===== src/hdl/dual_wheel_pi_speed_controller_top_defines.svh =====
// Assertion macros shared by the speed controller RTL.
// Included by modules that carry concurrent assertions.
`ifndef DUAL_WHEEL_PI_SPEED_CONTROLLER_TOP_DEFINES_SVH
`define DUAL_WHEEL_PI_SPEED_CONTROLLER_TOP_DEFINES_SVH
// Implication checked on every rising clock edge outside reset.
`define DW_ASSERT_IMP(label, clk, rst, ante, cons, msg) \
   label: assert property (@(posedge clk) disable iff (rst) (ante) |-> (cons)) else $error(msg);
// Next-cycle implication checked outside reset.
`define DW_ASSERT_NXT(label, clk, rst, ante, cons, msg) \
   label: assert property (@(posedge clk) disable iff (rst) (ante) |=> (cons)) else $error(msg);
`endif


===== src/hdl/dwpi_pkg.sv =====
// Shared types, constants and helpers for the two-wheel PI speed controller.
// No dependencies.
`timescale 1ns / 1ps
package dwpi_pkg;
   localparam int GAIN_DEN_DEF   = 8;
   localparam int STALL_DUTY_DEF = 200;
   localparam int CSR_IDX_W = 3;
   localparam int CSR_DATA_W = 15;
   localparam logic [CSR_IDX_W-1:0] CSR_LOOP_ENABLE  = 3'd0;
   localparam logic [CSR_IDX_W-1:0] CSR_PROP_GAIN    = 3'd1;
   localparam logic [CSR_IDX_W-1:0] CSR_INTEG_GAIN   = 3'd2;
   localparam logic [CSR_IDX_W-1:0] CSR_INTEG_LIMIT  = 3'd3;
   localparam logic [CSR_IDX_W-1:0] CSR_DUTY_FLOOR   = 3'd4;
   localparam logic [CSR_IDX_W-1:0] CSR_DUTY_CEILING = 3'd5;
   localparam logic [CSR_IDX_W-1:0] CSR_INTERVAL_MS  = 3'd6;
   localparam logic [CSR_IDX_W-1:0] CSR_STALL_LIMIT  = 3'd7;
   localparam logic REQ_TICK   = 1'b0;
   localparam logic REQ_RESYNC = 1'b1;

   typedef struct packed {
      logic [7:0]  prop_gain;
      logic [7:0]  integ_gain;
      logic [14:0] integ_limit;
      logic [9:0]  duty_floor;
      logic [9:0]  duty_ceiling;
   } gains_type;

   // Per-lane control from the sequencer.
   typedef struct packed {
      logic start;     // begin speed division
      logic pi_go;     // run PI update with computed speed
      logic clear;     // clear integral and drive
   } lane_ctl_type;

   typedef struct packed {
      logic busy;
      logic div_done;
   } lane_sts_type;
endpackage


===== src/hdl/dwpi_lane.sv =====
// One wheel lane: serial speed divider, PI update, integral and drive state.
// Depends on dwpi_pkg.
`timescale 1ns / 1ps
module dwpi_lane import dwpi_pkg::*; #(
   parameter int GAIN_DEN = GAIN_DEN_DEF
) (
   input  logic               clock,
   input  logic               reset,
   input  lane_ctl_type       ctl,
   input  gains_type          gains,
   input  logic signed [31:0] delta,
   input  logic [31:0]        elapsed,
   input  logic signed [15:0] target,
   output lane_sts_type       sts,
   output logic signed [31:0] speed,
   output logic [9:0]         drive
);
   // Magnitude of delta*1000 fits in 42 bits.
   localparam int NUM_W = 42;
   localparam int CNT_W = $clog2(NUM_W + 1);
   localparam int DEN_W = $clog2(GAIN_DEN + 1) + 1;

   logic [NUM_W-1:0] quo_ff, quo_in;
   logic [32:0]      rem_ff, rem_in;
   logic [31:0]      den_ff, den_in;
   logic             neg_ff, neg_in;
   logic [CNT_W-1:0] cnt_ff, cnt_in;
   logic             busy_ff, busy_in;
   logic             done_ff, done_in;
   logic signed [31:0] speed_ff, speed_in;
   logic signed [15:0] integ_ff, integ_in;
   logic [9:0]         drive_ff, drive_in;
   // Product pipeline for the PI increment.
   logic signed [49:0] perr_ff, perr_in;
   logic signed [25:0] pint_ff, pint_in;
   logic signed [16:0] integ_new_ff, integ_new_in;
   logic               pi_stage_ff, pi_stage_in;

   logic signed [42:0] prod;
   logic [NUM_W-1:0]   mag;
   logic [33:0]        trial;
   logic signed [NUM_W:0] sq;
   logic signed [33:0] err;
   logic signed [34:0] isum;
   logic signed [50:0] incr;
   logic signed [50:0] quot;
   logic signed [51:0] dsum;
   logic signed [15:0] lim;

   always_comb begin
      prod  = 43'(delta) * 43'sd1000;
      mag   = prod[42] ? NUM_W'(-prod) : NUM_W'(prod);
      trial = {rem_ff, quo_ff[NUM_W-1]} - {2'b0, den_ff};
      quo_in = quo_ff; rem_in = rem_ff; den_in = den_ff; neg_in = neg_ff;
      cnt_in = cnt_ff; busy_in = busy_ff; done_in = 1'b0; speed_in = speed_ff;
      sq = neg_ff ? -$signed({1'b0, quo_ff}) : $signed({1'b0, quo_ff});
      if (ctl.start) begin
         quo_in = mag; rem_in = '0; den_in = elapsed; neg_in = prod[42];
         cnt_in = CNT_W'(NUM_W); busy_in = 1'b1;
      end else if (busy_ff) begin
         if (cnt_ff == '0) begin
            busy_in = 1'b0; done_in = 1'b1;
            if (sq > 43'sh7FFFFFFF) speed_in = 32'sh7FFFFFFF;
            else if (sq < -43'sh80000000) speed_in = -32'sh80000000;
            else speed_in = 32'(sq);
         end else begin
            cnt_in = cnt_ff - 1'b1;
            if (!trial[33]) begin
               rem_in = trial[32:0];
               quo_in = {quo_ff[NUM_W-2:0], 1'b1};
            end else begin
               rem_in = {rem_ff[31:0], quo_ff[NUM_W-1]};
               quo_in = {quo_ff[NUM_W-2:0], 1'b0};
            end
         end
      end
   end

   always_comb begin
      lim  = $signed({1'b0, gains.integ_limit});
      err  = 34'(target) - 34'(speed_ff);
      isum = 35'(integ_ff) + 35'(err);
      if (isum > 35'(lim)) integ_new_in = 17'(lim);
      else if (isum < -35'(lim)) integ_new_in = -17'(lim);
      else integ_new_in = 17'(isum);
      perr_in = 50'(err) * $signed({1'b0, gains.prop_gain});
      pint_in = 26'(integ_new_in) * $signed({1'b0, gains.integ_gain});
      pi_stage_in = ctl.pi_go;
      incr = 51'(perr_ff) + 51'(pint_ff);
      quot = incr / 51'(DEN_W'(GAIN_DEN));
      dsum = 52'($signed({1'b0, drive_ff})) + 52'(quot);
      integ_in = integ_ff;
      drive_in = drive_ff;
      if (ctl.clear) begin
         integ_in = '0; drive_in = '0;
      end else if (pi_stage_ff) begin
         if (target <= 0) begin
            integ_in = '0; drive_in = '0;
         end else begin
            integ_in = 16'(integ_new_ff);
            if (dsum < 52'($signed({1'b0, gains.duty_floor}))) drive_in = gains.duty_floor;
            else if (dsum > 52'($signed({1'b0, gains.duty_ceiling})))
               drive_in = gains.duty_ceiling;
            else drive_in = dsum[9:0];
         end
      end
   end

   always_ff @(posedge clock) begin
      quo_ff <= quo_in; rem_ff <= rem_in; den_ff <= den_in; neg_ff <= neg_in;
      speed_ff <= speed_in; perr_ff <= perr_in; pint_ff <= pint_in;
      integ_new_ff <= integ_new_in; cnt_ff <= cnt_in;
      if (reset) begin
         busy_ff <= 1'b0; done_ff <= 1'b0; pi_stage_ff <= 1'b0;
         integ_ff <= '0; drive_ff <= '0;
      end else begin
         busy_ff <= busy_in; done_ff <= done_in; pi_stage_ff <= pi_stage_in;
         integ_ff <= integ_in; drive_ff <= drive_in;
      end
   end

   assign sts.busy     = busy_ff;
   assign sts.div_done = done_ff;
   assign speed = speed_ff;
   assign drive = drive_ff;
endmodule


===== config.mk =====
export PLATFORM = sky130hd
export DESIGN_NAME = dwpi_lane
export DESIGN_NICKNAME = d
export VERILOG_FILES = /design/src/hdl/dual_wheel_pi_speed_controller_top_defines.svh /design/src/hdl/dwpi_pkg.sv /design/src/hdl/dwpi_lane.sv
export SDC_FILE = /design/constraint.sdc
export NUM_CORES = 2
export LEC_CHECK = 0
export BUFFER_PORTS_ARGS = -buffer_cell sky130_fd_sc_hd__buf_2
export CORE_UTILIZATION = 23
export CTS_CLUSTER_DIAMETER = 150
export CTS_CLUSTER_SIZE = 30
export DETAILED_ROUTE_END_ITERATION = 6
export SETUP_SLACK_MARGIN = 0.15
export SYNTH_ARGS = -nofsm -noshare
export SYNTH_HDL_FRONTEND = slang
export SYNTH_SLANG_ARGS = --single-unit

===== constraint.sdc =====
create_clock -name clock -period 17.8 [get_ports clock]
set_input_delay 2.67 -clock clock [delete_from_list [all_inputs] [get_ports clock]]
set_output_delay 2.67 -clock clock [all_outputs]
set_load 0.005 [all_outputs]

==> results.py <==
metrics = {
    "setup_path": {
        "cp_slowest_cell": "xor2_1",
        "crit_fanout": 18,
        "worst_setup_path_end_kind": "register",
        "cpPeakStageDelay_ns": 0.75,
        "worst-path-buf-inv": 7,
        "crit_cells": 65,
        "r2r-end": "pint_ff[24]",
        "crit_required_ns": 18.29,
        "cp_common_cell": "a21oi_1",
        "cp_data_arrival_time_ns": 16.91,
        "path_class": "in2reg",
        "r2r_setup_slack_ns": 3.04,
        "critical-path-top-delay-family": "compound AO/OA/AOI/OAI gates",
        "start_kind": "primary input",
        "timing.rr.start": "speed[0]",
        "r2r_cells": 63,
    },
    "drt": {
        "dr.pass1.iters": 7,
        "post_drt_wl_per_cell_um": 15.22,
        "drt-total-wl_mm": 109.1,
        "drc": 5,
        "ant_nets": 0,
        "vias": 32560,
        "vias_per_cell": 4.545,
        "drt_iter0_drc": 1994,
    },
    "clocking": {
        "cts_buffers": 15,
        "cts_setup_buffers": 0,
        "cts_resized": 0,
        "root_buffer": "clkbuf_16",
        "clock_sinks": 259,
        "h-tree-depth": 1,
        "tritoncts": "built",
        "ctsHoldBuffers": 0,
        "clk_latency_ns": 0.54,
        "cts.path.max_buffers": 3,
        "path_clk_slew_ns": 0.12,
    },
    "synth": {
        "ys_types": 107,
        "netlist_area_um2": 40990,
        "yosysTopAreaCell": "fa_1",
        "synth.top_cells.by_area": "fa_1, ha_1, edfxtp_1",
        "synth-seq-cells": 259,
        "yosys_warnings": 0,
        "post-synth-top-area-fraction_pct": 21.54,
        "ys_seq_area_share_pct": 15.26,
        "ys_top_cells_by_count": "inv_1, ha_1, fa_1",
        "synth.avg_cell_area_um2": 8.715,
        "yosys.cell_count.top_type": "inv_1",
        "synth-edff-count": 107,
        "synth_flop_cell": "dfxtp_1",
        "async_reset_ff_share_pct": 0,
        "synth_nets": 5745,
        "syn_inst": 4703,
    },
    "sta": {
        "drv_slew": 0,
        "fin_crit_sh_pct": 92.20,
        "worst_pin_slew_ns": 1.224,
        "finalClockSkew_ns": 0.03243,
        "rsz0062_at_grt": "false",
        "setup_tns_ns": 0,
        "post-route-min-period_ns": 16.41,
        "finalSetupViolations": 0,
        "hold_violations": 0,
        "max_freq_ghz": 0.06093,
        "whs_ns": 0.4718,
        "relSlewSlack_pct": 18.11,
        "layout_setup_ws_ns": 1.389,
    },
    "cells_and_area": {
        "nets": 5859,
        "seq_area_um2": 6256,
        "drive_gt1_share_pct": 6.943,
        "fill_cells": 19200,
        "area_growth_pct": 10.26,
        "instances_no_fill": 7165,
        "multi_input_area_um2": 31850,
        "antenna_cells": 0,
    },
    "floorplan": {
        "core_area_um2": 176500,
        "initial_core_util_pct": 23.22,
        "rows": 154,
        "chipHeight_um": 424.2,
        "fp.dieW_um": 424.2,
        "pin_count": 180,
        "die_area_um2": 179900,
    },
    "outcome": {
        "violations": "design-rule violations",
        "status": "finished with violations",
    },
    "placement": {
        "io_buffers": 179,
        "pre_cts_ws_ns": 0.9677,
        "routabilityCongestion": 0.8676,
        "post-dp-hpwl_mm": 92.15,
        "dpl.cell_count": 7140,
    },
    "global_routing": {
        "grt-ovfl-total": 0,
        "grt_usage_pct": 11.93,
        "antenna_found_initial": 10,
        "grt_pass1_wl_mm": 174.8,
        "grt_pass1_vias": 32390,
        "grt_max_degree": 87,
    },
    "flow_run": {
        "drv_cap": 0,
    },
    "power": {
        "powerDensity_nw_per_um2": 187.6,
        "p_leak_nw": 20.37,
        "vdd_drop_max_mv": 0.09490,
    },
    "worst_hold_path": {
        "holdPathEnd": "integ_ff[13]",
        "hold_path.class": "reg2reg",
        "hp-start": "integ_new_ff[13]",
        "hold-path-cell-count": 2,
    },
}
==> through the flow <==
step | utilization (%) | cell area (µm²) | power (mW)
final | 25.61 | 45190 | 8.480
after global routing | 25.61 | 45190 | 9.474
after CTS | 25.61 | 45190 | 8.536
after detailed placement | 25.32 | 44700 | 8.057
after global placement | 25.32 | 44700 | 7.940
after floorplan | - | 40990 | 6.562
==> worst min-delay path, stage by stage, from the launching register on <==
cell	delay (ns)
dfxtp_1	0.32
a21oi_1	0.05
nor2_1	0.07
==> cells in the final DEF (no fill, tap or decap), types with 14 or more instances in the layout <==
cell type and n:
inv_1 651, ha_1 465, fa_1 441, nand2_1 345, a21oi_1 266, and2_1 263, nor2_1 237, o21ai_0 218
xnor2_1 218, buf_2 178, dfxtp_1 152, edfxtp_1 107, xor2_1 103, nor3_1 93, a21o_1 86, nor2b_1 80
nand3_1 66, mux2i_1 50, nand2b_1 49, or3_1 47, buf_4 42, o21a_1 40, and3_1 37, a31oi_1 36
nand4_1 35, nor4_1 32, o31ai_1 29, a211oi_1 28, or4_1 27, o21bai_1 25, o211ai_1 23, o21ai_1 23
or2_2 22, clkbuf_16 15, a21boi_0 14, a22oi_1 14, o41ai_1 14
==> area by class of cell <==
class                   instances  area share (%)
flip-flops and latches        259           13.84
clock inverters                 7          0.2464
inverters                     654           5.432
well taps                    2340           6.478
multi-input cells            3667           70.48
clock buffers                  18          0.8555
repair buffers                220           2.669
==> report_power, final <==
group / internal (mW) / total [mW] / switching, mW / leakage, nW
logic: 2.93 / 7.07 / 4.14 / 17.8
clock network: 0.172 / 0.420 / 0.247 / 0.242
registers: 0.856 / 0.991 / 0.135 / 2.29
==> logic make-up after synthesis <==
logic type | share of synthesized area, %
AOI/OAI and AO/OA | 15.37
xor gates and xnor gates | 6.881
adders and majority gates | 35.73
buffers and inverters | 7.174
DFF | 15.26
muxes | 1.578
and+or+nand+nor | 18.00
==> how the worst max path moves through the flow <==
stage | endpoint | from | slack [ns]
6_report | pint_ff[24] | target[0] | 1.39
5_1_grt | pint_ff[24] | target[0] | 0.30
4_1_cts | pint_ff[24] | target[0] | 1.53
3_5_place_dp | pint_ff[24] | target[0] | 0.97
3_3_place_gp | pint_ff[24] | target[0] | 1.13
2_1_floorplan | pint_ff[24] | target[0] | 2.85
==> per-layer routing <==
| metal | vias to the layer above | part of all wire [%] | global-route usage, % |
|---|---|---|---|
| met2 | 616 | 51 | 22.03 |
| met5 | - | 0.0083 | 0 |
| met3 | 95 | 3.1 | 1.026 |
| met4 | 2 | 2.2 | 2.485 |
| li1 | 16190 | - | - |
| met1 | 15660 | 44 | 14.94 |
==> registers in the layout (all words and copies together), names as in the netlist, 16 cells and up <==
signal and count:
perr_ff 42, quo_ff 42, den_ff 32, speed 32, integ_new_ff 16, rem_ff 33
integ_ff 16, pint_ff 26
No activity file was read; power rests on OpenSTA's default activity.
